File: config.mk
export PLATFORM = sky130hd
export DESIGN_NAME = hex_text_frame_parser
export DESIGN_NICKNAME = d
export VERILOG_FILES = /design/src/hw/rtl/htfp_pkg.sv /design/src/hw/rtl/hex_text_frame_parser.sv /design/src/hw/rtl/htfp_datapath.sv /design/src/hw/rtl/htfp_ctrl.sv
export SDC_FILE = /design/constraint.sdc
export NUM_CORES = 1
export LEC_CHECK = 0
export ABC_AREA = 1
export BUFFER_PORTS_ARGS = -buffer_cell sky130_fd_sc_hd__buf_2
export CAP_MARGIN = 20
export CORE_MARGIN = 1
export CORE_UTILIZATION = 52
export CTS_CLUSTER_DIAMETER = 40
export CTS_CLUSTER_SIZE = 30
export DETAILED_ROUTE_END_ITERATION = 16
export PLACE_DENSITY = 0.8
export SETUP_SLACK_MARGIN = 0.4
export SKIP_CTS_REPAIR_TIMING = 1
export SLEW_MARGIN = 20
export SYNTH_ARGS = -nofsm -noshare
export SYNTH_HDL_FRONTEND = slang
export SYNTH_SLANG_ARGS = --single-unit
File: constraint.sdc
create_clock -name clk -period 8.6 [get_ports clk]
set_input_delay 1.29 -clock clk [delete_from_list [all_inputs] [get_ports clk]]
set_output_delay 1.29 -clock clk [all_outputs]
set_load 0.05 [all_outputs]
File: src/hw/rtl/htfp_pkg.sv
//------------------------------------------------------------------------------
// htfp_pkg
// Shared types, codes and a helper function of the hex text frame parser.
//------------------------------------------------------------------------------
`timescale 1ns / 1ps
`default_nettype none

package htfp_pkg;

  // Input item kinds
  localparam logic KIND_CHAR = 1'b0;
  localparam logic KIND_IDLE = 1'b1;

  // Configuration register indexes
  localparam logic REG_EXP_CMD = 1'b0;
  localparam logic REG_EXP_LEN = 1'b1;

  // Result status codes
  localparam logic [2:0] STAT_RESP   = 3'd0;
  localparam logic [2:0] STAT_NOTE   = 3'd1;
  localparam logic [2:0] STAT_TRUNC  = 3'd2;
  localparam logic [2:0] STAT_BADCMD = 3'd3;
  localparam logic [2:0] STAT_BADIR  = 3'd4;

  // Command codes
  localparam logic [7:0] CMD_IR     = 8'h03;
  localparam logic [7:0] CMD_N04    = 8'h04;
  localparam logic [7:0] CMD_N0A    = 8'h0A;
  localparam logic [7:0] CMD_N0C    = 8'h0C;
  localparam logic [7:0] CMD_SINGLE = 8'h1A;
  localparam logic [7:0] CMD_N1D    = 8'h1D;
  localparam logic [7:0] CMD_PAIR   = 8'h79;
  localparam logic [7:0] CMD_N81    = 8'h81;

  // IR length byte limits
  localparam logic [7:0] IR_LEN_MIN = 8'd2;
  localparam logic [7:0] IR_LEN_MAX = 8'd4;

  // Parser controller states
  typedef enum logic [2:0] {
    PS_AWAIT,
    PS_COLLECT,
    PS_IRLEN,
    PS_DISCARD,
    PS_EMIT
  } parse_state_t;

  // Class of a command byte
  typedef enum logic [1:0] {
    CC_RESP,
    CC_NOTE,
    CC_IR,
    CC_BAD
  } cmd_class_t;

  // Source of the next output transaction
  typedef enum logic [2:0] {
    OS_NONE,
    OS_BADCMD,
    OS_BADIR,
    OS_TRUNC,
    OS_FRAME
  } out_sel_t;

  // Controller to datapath commands
  typedef struct packed {
    logic     nib_take;
    logic     nib_clear;
    logic     frame_start;
    logic     irlen_load;
    logic     collect;
    logic     count_clear;
    logic     emit_start;
    logic     emit_step;
    out_sel_t out_sel;
  } ctl_cmd_t;

  // Datapath to controller status
  typedef struct packed {
    logic       nib_pending;
    cmd_class_t cmd_cls;
    logic       single;
    logic       len_ok;
    logic       frame_done;
    logic       emit_last;
    logic       out_free;
  } dp_stat_t;

  // ASCII hex digit to nibble, anything else is zero
  function automatic logic [3:0] hex_nibble(input logic [7:0] c);
    logic [3:0] n;
    n = 4'd0;
    if (c >= 8'h30 && c <= 8'h39) begin
      n = 4'(c - 8'h30);
    end else if (c >= 8'h61 && c <= 8'h66) begin
      n = 4'(c - 8'h57);
    end else if (c >= 8'h41 && c <= 8'h46) begin
      n = 4'(c - 8'h37);
    end
    return n;
  endfunction

endpackage

`default_nettype wire

File: src/hw/rtl/hex_text_frame_parser.sv
// Output: an error or truncation transaction appears the cycle after its input;
//   a frame run passes through the emit state and then the output register, and gives one result
//   per cycle while the output register is free. Input: one character per cycle outside frame
//   runs while the output register drains; input is held off while a frame run goes out.
// Reset: synchronous, active high; control state and config registers return to defaults,
//   the frame store is not cleared (every entry read is written in the same frame).
//------------------------------------------------------------------------------
// hex_text_frame_parser
// Pairs ASCII hex characters into bytes, frames them by command and emits runs.
//------------------------------------------------------------------------------
`timescale 1ns / 1ps
`default_nettype none

module hex_text_frame_parser #(
  parameter int MAX_FRAME_LEN = 16
) (
  input  wire logic        clk,
  input  wire logic        rst,
  // configuration
  input  wire logic        cfg_wr_en,
  input  wire logic        cfg_addr,
  input  wire logic [7:0]  cfg_wdata,
  // input stream
  input  wire logic        s_tvalid,
  output logic             s_tready,
  input  wire logic [7:0]  s_tdata,   // [7:0] char_value
  input  wire logic        s_tuser,   // [0] kind
  // output stream
  output logic             m_tvalid,
  input  wire logic        m_tready,
  output logic [55:0]      m_tdata,   // [7:0] command, [15:8] data_byte,
                                      // [19:16] byte_index, [51:20] ir_code
  output logic [2:0]       m_tuser,   // [2:0] status
  output logic             m_tlast
);

  htfp_pkg::ctl_cmd_t ctl;
  htfp_pkg::dp_stat_t st;

  htfp_ctrl u_ctrl (
    .clk      (clk),
    .rst      (rst),
    .s_tvalid (s_tvalid),
    .s_tready (s_tready),
    .s_tuser  (s_tuser),
    .st       (st),
    .ctl      (ctl)
  );

  htfp_datapath #(
    .MAX_FRAME_LEN (MAX_FRAME_LEN)
  ) u_datapath (
    .clk       (clk),
    .rst       (rst),
    .cfg_wr_en (cfg_wr_en),
    .cfg_addr  (cfg_addr),
    .cfg_wdata (cfg_wdata),
    .s_tdata   (s_tdata),
    .ctl       (ctl),
    .st        (st),
    .m_tvalid  (m_tvalid),
    .m_tready  (m_tready),
    .m_tdata   (m_tdata),
    .m_tuser   (m_tuser),
    .m_tlast   (m_tlast)
  );

endmodule

`default_nettype wire

File: src/hw/rtl/htfp_datapath.sv
//------------------------------------------------------------------------------
// htfp_datapath
// Nibble pairing, command decode, frame store, counters and output register.
//------------------------------------------------------------------------------
`timescale 1ns / 1ps
`default_nettype none

module htfp_datapath #(
  parameter int MAX_FRAME_LEN = 16
) (
  input  wire logic                clk,
  input  wire logic                rst,
  // configuration
  input  wire logic                cfg_wr_en,
  input  wire logic                cfg_addr,
  input  wire logic [7:0]          cfg_wdata,
  // input character
  input  wire logic [7:0]          s_tdata,
  // controller
  input  wire htfp_pkg::ctl_cmd_t  ctl,
  output htfp_pkg::dp_stat_t       st,
  // output register
  output logic                     m_tvalid,
  input  wire logic                m_tready,
  output logic [55:0]              m_tdata,
  output logic [2:0]               m_tuser,
  output logic                     m_tlast
);

  localparam int FRAME_CAP = (MAX_FRAME_LEN < 16) ? MAX_FRAME_LEN : 16;
  localparam int IDX_W = $clog2(FRAME_CAP);
  localparam logic [4:0] CAP5 = 5'(FRAME_CAP);

  // configuration registers
  logic [7:0] expected_command;
  logic [4:0] expected_length;

  // parse state
  logic [3:0]       nibble_hold;
  logic             nibble_pending;
  logic [7:0]       cmd_reg;
  logic [7:0]       frame_store [FRAME_CAP];
  logic [4:0]       byte_count;
  logic [4:0]       target_count;
  logic             is_response;
  logic [31:0]      ir_acc;
  logic [IDX_W-1:0] emit_idx;

  // decode
  logic [7:0]              cur_byte;
  logic [4:0]              resp_len;
  logic [4:0]              new_target;
  htfp_pkg::cmd_class_t    cls;
  logic                    emit_last;
  logic                    ir_frame;

  // output fields
  logic [7:0]  o_command;
  logic [7:0]  o_data;
  logic [3:0]  o_index;
  logic [31:0] o_ir;

  assign cur_byte = {nibble_hold, htfp_pkg::hex_nibble(s_tdata)};

  // response length clipped to 1..cap
  always_comb begin
    resp_len = expected_length;
    if (expected_length == 5'd0) begin
      resp_len = 5'd1;
    end else if (expected_length > CAP5) begin
      resp_len = CAP5;
    end
  end

  // command class and frame length
  always_comb begin
    cls        = htfp_pkg::CC_BAD;
    new_target = 5'd1;
    if (expected_command != 8'd0 && cur_byte == expected_command) begin
      cls        = htfp_pkg::CC_RESP;
      new_target = resp_len;
    end else begin
      case (cur_byte)
        htfp_pkg::CMD_N0C, htfp_pkg::CMD_N0A, htfp_pkg::CMD_N1D,
        htfp_pkg::CMD_N81, htfp_pkg::CMD_N04: begin
          cls        = htfp_pkg::CC_NOTE;
          new_target = 5'd2;
        end
        htfp_pkg::CMD_SINGLE: begin
          cls        = htfp_pkg::CC_NOTE;
          new_target = 5'd1;
        end
        htfp_pkg::CMD_PAIR: begin
          cls        = htfp_pkg::CC_NOTE;
          new_target = 5'd3;
        end
        htfp_pkg::CMD_IR: begin
          cls = htfp_pkg::CC_IR;
        end
        default: begin
          cls = htfp_pkg::CC_BAD;
        end
      endcase
    end
  end

  assign emit_last = ((5'(emit_idx) + 5'd1) == target_count);
  assign ir_frame  = !is_response && (cmd_reg == htfp_pkg::CMD_IR);

  // status to controller
  always_comb begin
    st.nib_pending = nibble_pending;
    st.cmd_cls     = cls;
    st.single      = (new_target == 5'd1);
    st.len_ok      = (cur_byte >= htfp_pkg::IR_LEN_MIN) && (cur_byte <= htfp_pkg::IR_LEN_MAX);
    st.frame_done  = ((byte_count + 5'd1) >= target_count);
    st.emit_last   = emit_last;
    st.out_free    = !m_tvalid || m_tready;
  end

  // configuration writes
  always_ff @(posedge clk) begin
    if (rst) begin
      expected_command <= 8'd0;
      expected_length  <= 5'd1;
    end else if (cfg_wr_en) begin
      case (cfg_addr)
        htfp_pkg::REG_EXP_CMD: expected_command <= cfg_wdata;
        htfp_pkg::REG_EXP_LEN: expected_length  <= cfg_wdata[4:0];
        default: ;
      endcase
    end
  end

  // nibble pairing
  always_ff @(posedge clk) begin
    if (rst) begin
      nibble_hold    <= 4'd0;
      nibble_pending <= 1'b0;
    end else if (ctl.nib_clear) begin
      nibble_hold    <= 4'd0;
      nibble_pending <= 1'b0;
    end else if (ctl.nib_take) begin
      if (!nibble_pending) begin
        nibble_hold <= htfp_pkg::hex_nibble(s_tdata);
      end
      nibble_pending <= !nibble_pending;
    end
  end

  // frame counters and flags
  always_ff @(posedge clk) begin
    if (rst) begin
      byte_count   <= 5'd0;
      target_count <= 5'd0;
      is_response  <= 1'b0;
      emit_idx     <= '0;
    end else begin
      if (ctl.count_clear) begin
        byte_count <= 5'd0;
      end else if (ctl.frame_start) begin
        byte_count <= 5'd1;
      end else if (ctl.collect) begin
        byte_count <= byte_count + 5'd1;
      end
      if (ctl.frame_start) begin
        target_count <= new_target;
        is_response  <= (cls == htfp_pkg::CC_RESP);
      end else if (ctl.irlen_load) begin
        target_count <= 5'(cur_byte[2:0]) + 5'd1;
      end
      if (ctl.emit_start) begin
        emit_idx <= '0;
      end else if (ctl.emit_step) begin
        emit_idx <= emit_idx + IDX_W'(1);
      end
    end
  end

  // frame payload: command, store and IR code
  always_ff @(posedge clk) begin
    if (ctl.frame_start) begin
      cmd_reg        <= cur_byte;
      frame_store[0] <= cur_byte;
      ir_acc         <= 32'd0;
    end else if (ctl.collect) begin
      if (byte_count < CAP5) begin
        frame_store[byte_count[IDX_W-1:0]] <= cur_byte;
      end
      ir_acc <= {ir_acc[23:0], cur_byte};
    end
  end

  // output register
  always_ff @(posedge clk) begin
    if (rst) begin
      m_tvalid <= 1'b0;
    end else if (ctl.out_sel != htfp_pkg::OS_NONE) begin
      m_tvalid <= 1'b1;
    end else if (m_tready) begin
      m_tvalid <= 1'b0;
    end
  end

  always_ff @(posedge clk) begin
    case (ctl.out_sel)
      htfp_pkg::OS_BADCMD: begin
        m_tuser   <= htfp_pkg::STAT_BADCMD;
        o_command <= cur_byte;
        o_data    <= cur_byte;
        o_index   <= 4'd0;
        o_ir      <= 32'd0;
        m_tlast   <= 1'b1;
      end
      htfp_pkg::OS_BADIR: begin
        m_tuser   <= htfp_pkg::STAT_BADIR;
        o_command <= htfp_pkg::CMD_IR;
        o_data    <= cur_byte;
        o_index   <= 4'd1;
        o_ir      <= 32'd0;
        m_tlast   <= 1'b1;
      end
      htfp_pkg::OS_TRUNC: begin
        m_tuser   <= htfp_pkg::STAT_TRUNC;
        o_command <= cmd_reg;
        o_data    <= 8'd0;
        o_index   <= byte_count[3:0];
        o_ir      <= 32'd0;
        m_tlast   <= 1'b1;
      end
      htfp_pkg::OS_FRAME: begin
        m_tuser   <= is_response ? htfp_pkg::STAT_RESP : htfp_pkg::STAT_NOTE;
        o_command <= cmd_reg;
        o_data    <= frame_store[emit_idx];
        o_index   <= 4'(emit_idx);
        o_ir      <= ir_frame ? ir_acc : 32'd0;
        m_tlast   <= emit_last;
      end
      default: ;
    endcase
  end

  assign m_tdata = {4'd0, o_ir, o_index, o_data, o_command};

`ifndef NO_ASSERTIONS
  // run index stays inside the frame while emitting
  a_emit_range: assert property (@(posedge clk) disable iff (rst)
    ctl.emit_step |-> (target_count != 5'd0) && (5'(emit_idx) < target_count))
    else $error("emit index outside frame");

  // error and truncation results always close their run
  a_err_last: assert property (@(posedge clk) disable iff (rst)
    m_tvalid && (m_tuser != htfp_pkg::STAT_RESP) && (m_tuser != htfp_pkg::STAT_NOTE)
      |-> m_tlast)
    else $error("single result without last");

  // byte count never passes the frame cap
  a_count_cap: assert property (@(posedge clk) disable iff (rst)
    byte_count <= CAP5)
    else $error("byte count above cap");

  // an idle tick drops the pending nibble
  a_idle_nib: assert property (@(posedge clk) disable iff (rst)
    ctl.nib_clear |=> !nibble_pending)
    else $error("nibble pending after idle tick");
`endif

endmodule

`default_nettype wire

File: src/hw/rtl/htfp_ctrl.sv
//------------------------------------------------------------------------------
// htfp_ctrl
// Parser state machine: sequences frames and issues datapath commands.
//------------------------------------------------------------------------------
`timescale 1ns / 1ps
`default_nettype none

module htfp_ctrl (
  input  wire logic               clk,
  input  wire logic               rst,
  input  wire logic               s_tvalid,
  output logic                    s_tready,
  input  wire logic               s_tuser,
  input  wire htfp_pkg::dp_stat_t st,
  output htfp_pkg::ctl_cmd_t      ctl
);

  htfp_pkg::parse_state_t state, state_next;

  logic accept;
  logic is_idle;
  logic byte_done;

  assign s_tready  = (state != htfp_pkg::PS_EMIT) && st.out_free;
  assign accept    = s_tvalid && s_tready;
  assign is_idle   = (s_tuser == htfp_pkg::KIND_IDLE);
  assign byte_done = accept && !is_idle && st.nib_pending && (state != htfp_pkg::PS_DISCARD);

  // state register
  always_ff @(posedge clk) begin
    if (rst) begin
      state <= htfp_pkg::PS_AWAIT;
    end else begin
      state <= state_next;
    end
  end

  // next state
  always_comb begin
    state_next = state;
    if (accept && is_idle) begin
      state_next = htfp_pkg::PS_AWAIT;
    end else begin
      case (state)
        htfp_pkg::PS_AWAIT: begin
          if (byte_done) begin
            case (st.cmd_cls)
              htfp_pkg::CC_BAD: state_next = htfp_pkg::PS_DISCARD;
              htfp_pkg::CC_IR:  state_next = htfp_pkg::PS_IRLEN;
              default: state_next = st.single ? htfp_pkg::PS_EMIT : htfp_pkg::PS_COLLECT;
            endcase
          end
        end
        htfp_pkg::PS_IRLEN: begin
          if (byte_done) begin
            state_next = st.len_ok ? htfp_pkg::PS_COLLECT : htfp_pkg::PS_DISCARD;
          end
        end
        htfp_pkg::PS_COLLECT: begin
          if (byte_done && st.frame_done) begin
            state_next = htfp_pkg::PS_EMIT;
          end
        end
        htfp_pkg::PS_EMIT: begin
          if (st.out_free && st.emit_last) begin
            state_next = htfp_pkg::PS_AWAIT;
          end
        end
        default: state_next = state;
      endcase
    end
  end

  // datapath commands
  always_comb begin
    ctl         = '0;
    ctl.out_sel = htfp_pkg::OS_NONE;
    if (accept && is_idle) begin
      ctl.nib_clear   = 1'b1;
      ctl.count_clear = 1'b1;
      if (state == htfp_pkg::PS_COLLECT || state == htfp_pkg::PS_IRLEN) begin
        ctl.out_sel = htfp_pkg::OS_TRUNC;
      end
    end else begin
      ctl.nib_take = accept && (state != htfp_pkg::PS_DISCARD);
      case (state)
        htfp_pkg::PS_AWAIT: begin
          if (byte_done) begin
            ctl.frame_start = 1'b1;
            case (st.cmd_cls)
              htfp_pkg::CC_BAD: begin
                ctl.out_sel     = htfp_pkg::OS_BADCMD;
                ctl.count_clear = 1'b1;
              end
              htfp_pkg::CC_IR: ;
              default: ctl.emit_start = st.single;
            endcase
          end
        end
        htfp_pkg::PS_IRLEN: begin
          if (byte_done) begin
            if (st.len_ok) begin
              ctl.irlen_load = 1'b1;
            end else begin
              ctl.out_sel     = htfp_pkg::OS_BADIR;
              ctl.count_clear = 1'b1;
            end
          end
        end
        htfp_pkg::PS_COLLECT: begin
          if (byte_done) begin
            ctl.collect    = 1'b1;
            ctl.emit_start = st.frame_done;
          end
        end
        htfp_pkg::PS_EMIT: begin
          if (st.out_free) begin
            ctl.out_sel     = htfp_pkg::OS_FRAME;
            ctl.emit_step   = 1'b1;
            ctl.count_clear = st.emit_last;
          end
        end
        default: ;
      endcase
    end
  end

`ifndef NO_ASSERTIONS
  // no input is taken while a frame run is going out
  a_emit_block: assert property (@(posedge clk) disable iff (rst)
    (state == htfp_pkg::PS_EMIT) |-> !accept)
    else $error("input accepted during emit");

  // a frame run starts only from a completed byte
  a_emit_entry: assert property (@(posedge clk) disable iff (rst)
    (state != htfp_pkg::PS_EMIT) && (state_next == htfp_pkg::PS_EMIT) |-> byte_done)
    else $error("emit entered without a byte");

  // an idle tick always lands in await command
  a_idle_await: assert property (@(posedge clk) disable iff (rst)
    accept && is_idle |=> (state == htfp_pkg::PS_AWAIT))
    else $error("idle tick did not return to await");
`endif

endmodule

`default_nettype wire
==> impl_metrics.yaml, run 1 <==
synthesis:
  synth_cells: 1083
  synthFlopType: "edfxtp_1"
  ys_ff_latch: 265
  ys_seq_area_share_pct: 63.1
  syn_avg_cell_area_sq_um: 10.6
  synthesis.area_sq_um: 11500
  synthArstFlopShare_pct: 0
  synth.most_common_cell: "edfxtp_1"
  synth_area_leaders: "edfxtp_1 (50%), dfxtp_1 (13%), nand2_1 (5.6%), a21oi_1 (4.4%), o21ai_0 (3.2%)"
  synth-warning-count: 0
  yosys-top-cells-count: "edfxtp_1 (192), nand2_1 (170), a21oi_1 (100), inv_1 (97), nor2_1 (92)"
  synth_top_area_share_pct: 50.3
  synth_top_area_cell: "edfxtp_1"
  ys_types: 49
  synth-edff-count: 192
timing:
  rsz0062_at_grt: "false"
  worst_hold_slack_ns: 0.473
  slew_viol_final: 0
  fin_ws_ns: 4.27
  hold_viol: 0
  post-route-period-util_pct: 50.4
  worst_pin_slew_ns: 1.04
  slew_headroom_pct: 30.6
  min_period_ns: 4.33
  tns_ns: 0
  finalSetupViolations: 0
  fmax_mhz: 231
  finClkSkew_ns: 0.00989
clocking:
  numClockSinks: 265
  cts_tree: "yes"
  htree_levels: 1
  root_buffer: "clkbuf_16"
  clock_path_buffers: 3
  clkTransAtPathRegs_ns: 0.06
  cts-buffers-inserted: 31
  clk_latency_ns: 0.55
detailed_routing:
  route.met2.wl_um: 12500
  routed_wirelength_um: 27000
  drc: 0
  vias: 8483
  vias_per_cell: 5.79
  wl_met3_um: 2660
  drt_iter0_markers: 986
  drtPass1Iterations: 9
  wl_met1_um: 11300
  wl_per_cell_um: 18.4
  top_layer: "met4"
  route.antenna.remaining_nets: 0
final_layout:
  largest_reg_flops: 128
  top_register: "u_datapath.frame_store"
  synthToLayoutAreaGrowth_pct: 15.1
  diodes: 0
  fin_nets: 1204
  reg_top3: "u_datapath.frame_store (128), u_datapath.ir_acc (32), u_datapath.o_ir (32)"
  postLayoutCoreUtil_pct: 62.0
  drive_above_1_share_pct: 18.4
place:
  dpl_worst_slack_ns: 3.69
  post-dp-hpwl_um: 17400
  gp_congestion: 0.923
  io_buffers: 80
status:
  status: "finished clean"
floorplanning:
  fp.coreArea_sq_um: 21300
  start_util_pct: 53.8
  die_width_um: 150
  io_pins: 85
  row_count: 53
  die_h_um: 150
  die_area_sq_um: 22600
global_routing:
  grt_start_max_net_pins: 67
  overflow: 0
  grt_antenna_before_repair: 0
  grt_pass1_wl_um: 42400
  grt_pass1_vias: 7974
  track_usage_pct: 24.4
worst_setup_path:
  cp_max_fo: 33
  critPathCaptureType: "flip-flop"
  criticalPathCategory: "primary input to flip-flop"
  regToRegStartpoint: "u_datapath.nibble_hold[2]"
  crit_start: "s_tdata[0]"
  worstPathRequired_ns: 8.80
  start_kind: "primary input"
  cp.arrival_ns: 4.54
power_and_ir_drop:
  power.density_nw_per_um2: 288
  total_power_mw: 3.79
  p_leak_nw: 5.09
  peakVddDrop_mv: 0.129
hold_path:
  hold_class: "flip-flop to flip-flop"
  hold_path.startpoint: "u_datapath.ir_acc[5]"
run:
  cap_violations: 0
[per-layer routing]
| layer | global-route usage (%) | vias up |
|---|---|---|
| li1 | - | 3975 |
| met1 | 34.6 | 3999 |
| met2 | 38.2 | 446 |
| met3 | 4.58 | 63 |
| met4 | 7.53 | 0 |
| met5 | 0 | - |
[cells by family after synthesis]
| group | count (synthesis) | share of synthesized area (%) |
|---|---|---|
| and+or+nand+nor | 392 | 16.2 |
| DFF | 265 | 63.1 |
| AOI/OAI and AO/OA | 237 | 12.2 |
| buffers and inverters | 156 | 5.47 |
| adders and majority gates | 15 | 1.64 |
| xor gates and xnor gates | 11 | 0.841 |
| muxes | 6 | 0.546 |
| other | 1 | 0.0327 |
[critical path: stages]
cell and delay, ns:
buf_2 0.13, inv_2 0.07, ha_1 0.21, nand2_1 0.08, nand3_2 0.09, nand2_4 0.11, nand2_2 0.07, o21ai_4 0.52
inv_1 0.23, ha_1 0.29, nand4_1 0.16, nand2_1 0.07, nand2_1 0.09, nand3_2 0.10, nor2_4 0.12, nand3_2 0.11
nand2_2 0.11, nand2_1 0.13, nand3_1 0.10, buf_4 0.39
[through the flow]
step,cells,area (sq um)
6_report,1466,13200
2_1_floorplan,1086,11500
5_1_grt,1466,13200
4_1_cts,1466,13200
3_5_place_dp,1408,12100
3_3_place_gp,1408,12100
[report_power, final]
| group | switching (mW) | total (mW) | internal [mW] |
|---|---|---|---|
| clock | 0.545 | 1.34 | 0.797 |
| combinational | 0.648 | 0.847 | 0.199 |
| sequential | 0.0716 | 1.60 | 1.53 |
[cell usage in the layout, fill, tap and decap left out, types with 3 or more instances in the layout]
| cell | instances |
|---|---|
| clkinv_2 | 6 |
| o21ai_0 | 73 |
| dfxtp_1 | 72 |
| nor3_2 | 3 |
| inv_6 | 7 |
| clkinvlp_4 | 3 |
| buf_2 | 80 |
| o211ai_1 | 4 |
| xor2_1 | 6 |
| xnor2_1 | 5 |
| or2_2 | 3 |
| a221oi_1 | 22 |
| ha_1 | 15 |
| nand2_4 | 7 |
| bufinv_16 | 4 |
| inv_2 | 9 |
| mux2i_1 | 4 |
| a31oi_1 | 12 |
| conb_1 | 4 |
| clkinv_1 | 4 |
| nor2_4 | 6 |
| nand2_2 | 14 |
| nand4_1 | 15 |
| nand3_2 | 8 |
| inv_1 | 97 |
| a21oi_1 | 100 |
| nand2_1 | 170 |
| nand3b_1 | 3 |
| nor2_1 | 92 |
| clkinv_4 | 5 |
| nor3_1 | 12 |
| o311ai_0 | 8 |
| nand3_1 | 51 |
| buf_4 | 11 |
| clkbuf_16 | 31 |
| edfxtp_1 | 192 |
| o21ai_2 | 7 |
[layout make-up]
type                            instances  area, sq um
Multi-Input combinational cell        665         3630
Timing Repair Buffer                   91          483
Clock buffer                           32          779
Tap cell                              275          344
Fill cell                            1626         8100
Sequential cell                       265         7230
Clock inverter                         26          297
Inverter                              112          428
[final timing paths]
path	depth (start not counted)	slack [ns]	endpoint
setup / recovery	20	4.27	u_datapath.o_ir[15]
hold / removal	2	0.47	u_datapath.ir_acc[13]
setup reg to reg	13	5.19	u_datapath.o_ir[15]
hold reg to reg	2	0.47	u_datapath.ir_acc[13]
No activity file was read; power rests on OpenSTA's default activity.
==> inputs of run 2 (changes only) <==
==> constraint.sdc (replaced) <==
create_clock -name clk -period 4.4 [get_ports clk]
set_input_delay 0.66 -clock clk [delete_from_list [all_inputs] [get_ports clk]]
set_output_delay 0.66 -clock clk [all_outputs]
set_load 0.05 [all_outputs]
==> run 2 against run 1 <==
Effect of this change:
- via count rose by 1.7%
- critical endpoint is now u_datapath.o_ir[7]
- cell count rose by 1.1%
- highest routed layer is now met5
- first-iteration DRC count rose by 7.5%
- clock skew rose by 0.020 ns
- sequential power rose by 95%
- power rose by 96%
==> impl_metrics.yaml, run 2 (same netlist as run 1, synthesis figures left out) <==
worst_setup_path:
  cp_max_fo: 33
  cp_top_family: "simple AND/OR/NAND/NOR gates"
  start_kind: "primary input"
  rr_worst_depth: 14
  path_depth: 21
  crit_path_top_delay_cell: "buf_4"
  crit_start: "s_tdata[0]"
  cp-endpoint: "u_datapath.o_ir[7]"
  crit_chain: "buf_2, inv_2, ha_1, nand2_1, nand3_2, nand2_4, inv_2, nand2_2, nand2_2, inv_1, ha_1, nand4_1, nand2_1, nand2_1, nand3_2, nor2_4, nand3_2, nand2_2, nand2_1, nand3_1, buf_4"
  path_buf_inv: 5
  ff2ff_setup_slack_ns: 1.14
  worstPathRequired_ns: 4.61
  cpMostUsedCell: "nand2_1"
  slowest_delay_ns: 0.40
  r2r_end: "u_datapath.frame_store[14][0]"
  criticalPathCategory: "primary input to flip-flop"
  cp.arrival_ns: 3.70
  regToRegStartpoint: "u_ctrl.state[0]"
  critPathCaptureType: "flip-flop"
global_routing:
  grt_start_max_net_pins: 67
  track_usage_pct: 25.4
  grt_pass1_vias: 8133
  overflow: 0
  grt_antenna_before_repair: 1
  grt_pass1_wl_um: 43500
timing:
  slew_headroom_pct: 29.5
  post-route-period-util_pct: 79.2
  slew_viol_final: 0
  tns_ns: 0
  finClkSkew_ns: 0.0296
  min_period_ns: 3.49
  worst_pin_slew_ns: 1.05
  rsz0062_at_grt: "false"
  hold_viol: 0
  fmax_mhz: 287
  finalSetupViolations: 0
clocking:
  clk_latency_ns: 0.58
  root_buffer: "clkbuf_16"
  cts-buffers-inserted: 31
  numClockSinks: 265
  cts_tree: "yes"
  clkTransAtPathRegs_ns: 0.06
  clock_path_buffers: 3
  htree_levels: 1
detailed_routing:
  wl_per_cell_um: 19.2
  vias_per_cell: 5.82
  vias: 8623
  drtPass1Iterations: 5
  drc: 0
  drt_iter0_markers: 1060
  routed_wirelength_um: 28400
  route.antenna.remaining_nets: 0
power_and_ir_drop:
  total_power_mw: 7.45
  p_leak_nw: 5.19
  pwr-share-comb_pct: 22.8
  peakVddDrop_mv: 0.363
  p_seq_share_pct: 41.9
  p_switching_mw: 2.58
  p_sw_share_pct: 34.6
  p_int_mw: 4.87
  power.density_nw_per_um2: 560
  clockPowerShare_pct: 35.3
final_layout:
  final_cell_mix: "edfxtp_1 (192), nand2_1 (170), a21oi_1 (100)"
  fin_cells: 1482
  drive_above_1_share_pct: 19.1
  largest_reg_flops: 128
  final_common_cell: "edfxtp_1"
  fin_nets: 1220
  synthToLayoutAreaGrowth_pct: 16.1
  diodes: 0
  reg_top3: "u_datapath.frame_store (128), u_datapath.ir_acc (32), u_datapath.o_ir (32)"
  top_register: "u_datapath.frame_store"
place:
  post-dp-hpwl_um: 18200
  gp_congestion: 0.918
  io_buffers: 80
  place_inst: 1424
floorplanning:
  die_area_sq_um: 22600
  start_util_pct: 53.8
  row_count: 53
  die_h_um: 150
  fp.coreArea_sq_um: 21300
  die_width_um: 150
  io_pins: 85
status:
  status: "finished clean"
hold_path:
  hold_class: "primary input to flip-flop"
run:
  cap_violations: 0
-- run 2: metrics by stage --
stage	hold WS, ns	utilization [%]	setup slack (ns)	cell area (sq um)
floorplan	0.437	-	0.545	11500
global placement	0.452	57.4	0.585	12200
detailed placement	0.453	57.4	0.414	12200
CTS	0.314	62.5	0.996	13300
global route	0.338	62.5	0.674	13300
finish	0.319	62.5	0.913	13300
-- run 2: worst min path at each step --
stage	depth (start not counted)	slack, ns	to	from
floorplan	2	0.44	u_datapath.expected_length[0]	u_datapath.expected_length[0]
global placement	2	0.45	u_datapath.ir_acc[25]	u_datapath.ir_acc[17]
detailed placement	2	0.45	u_datapath.expected_length[0]	u_datapath.expected_length[0]
CTS	3	0.31	u_datapath.expected_command[5]	cfg_wdata[5]
global route	3	0.34	u_datapath.expected_length[0]	cfg_wdata[0]
finish	3	0.32	u_datapath.expected_command[5]	cfg_wdata[5]
-- run 2: layout make-up --
| class | count | area [sq um] |
|---|---|---|
| clock inverters | 22 | 256 |
| well taps | 275 | 344 |
| fillers | 1614 | 7990 |
| repair buffers | 107 | 603 |
| inverters | 112 | 428 |
| clock buffers | 36 | 826 |
| multi-input cells | 665 | 3610 |
| flip-flops and latches | 265 | 7230 |
-- run 2: worst reg2reg max path, delay by kind of cell (launching register included) --
family / cells / cell delay (ns)
and+or+nand+nor: 9 / 1.89
DFF: 1 / 0.43
buffers and inverters: 4 / 0.36
AOI/OAI and AO/OA: 1 / 0.21
-- run 2: metal layers --
| layer | global-route usage (%) | up-vias | routed length [um] |
|---|---|---|---|
| li1 | - | 3995 | - |
| met1 | 33.9 | 4063 | 11400 |
| met2 | 39.9 | 490 | 13100 |
| met3 | 6.82 | 73 | 2930 |
| met4 | 9.24 | 2 | 906 |
| met5 | 0 | - | 11 |
-- run 2: power groups by stage --
stage / Sequential (mW) / Combinational [mW] / Clock (mW)
final: 3.12 / 1.70 / 2.63
after detailed placement: 3.17 / 1.67 / 0
after global placement: 3.16 / 1.63 / 0
after CTS: 3.12 / 1.69 / 2.64
after floorplan: 3.62 / 0.774 / 0
after global routing: 3.15 / 1.84 / 2.73
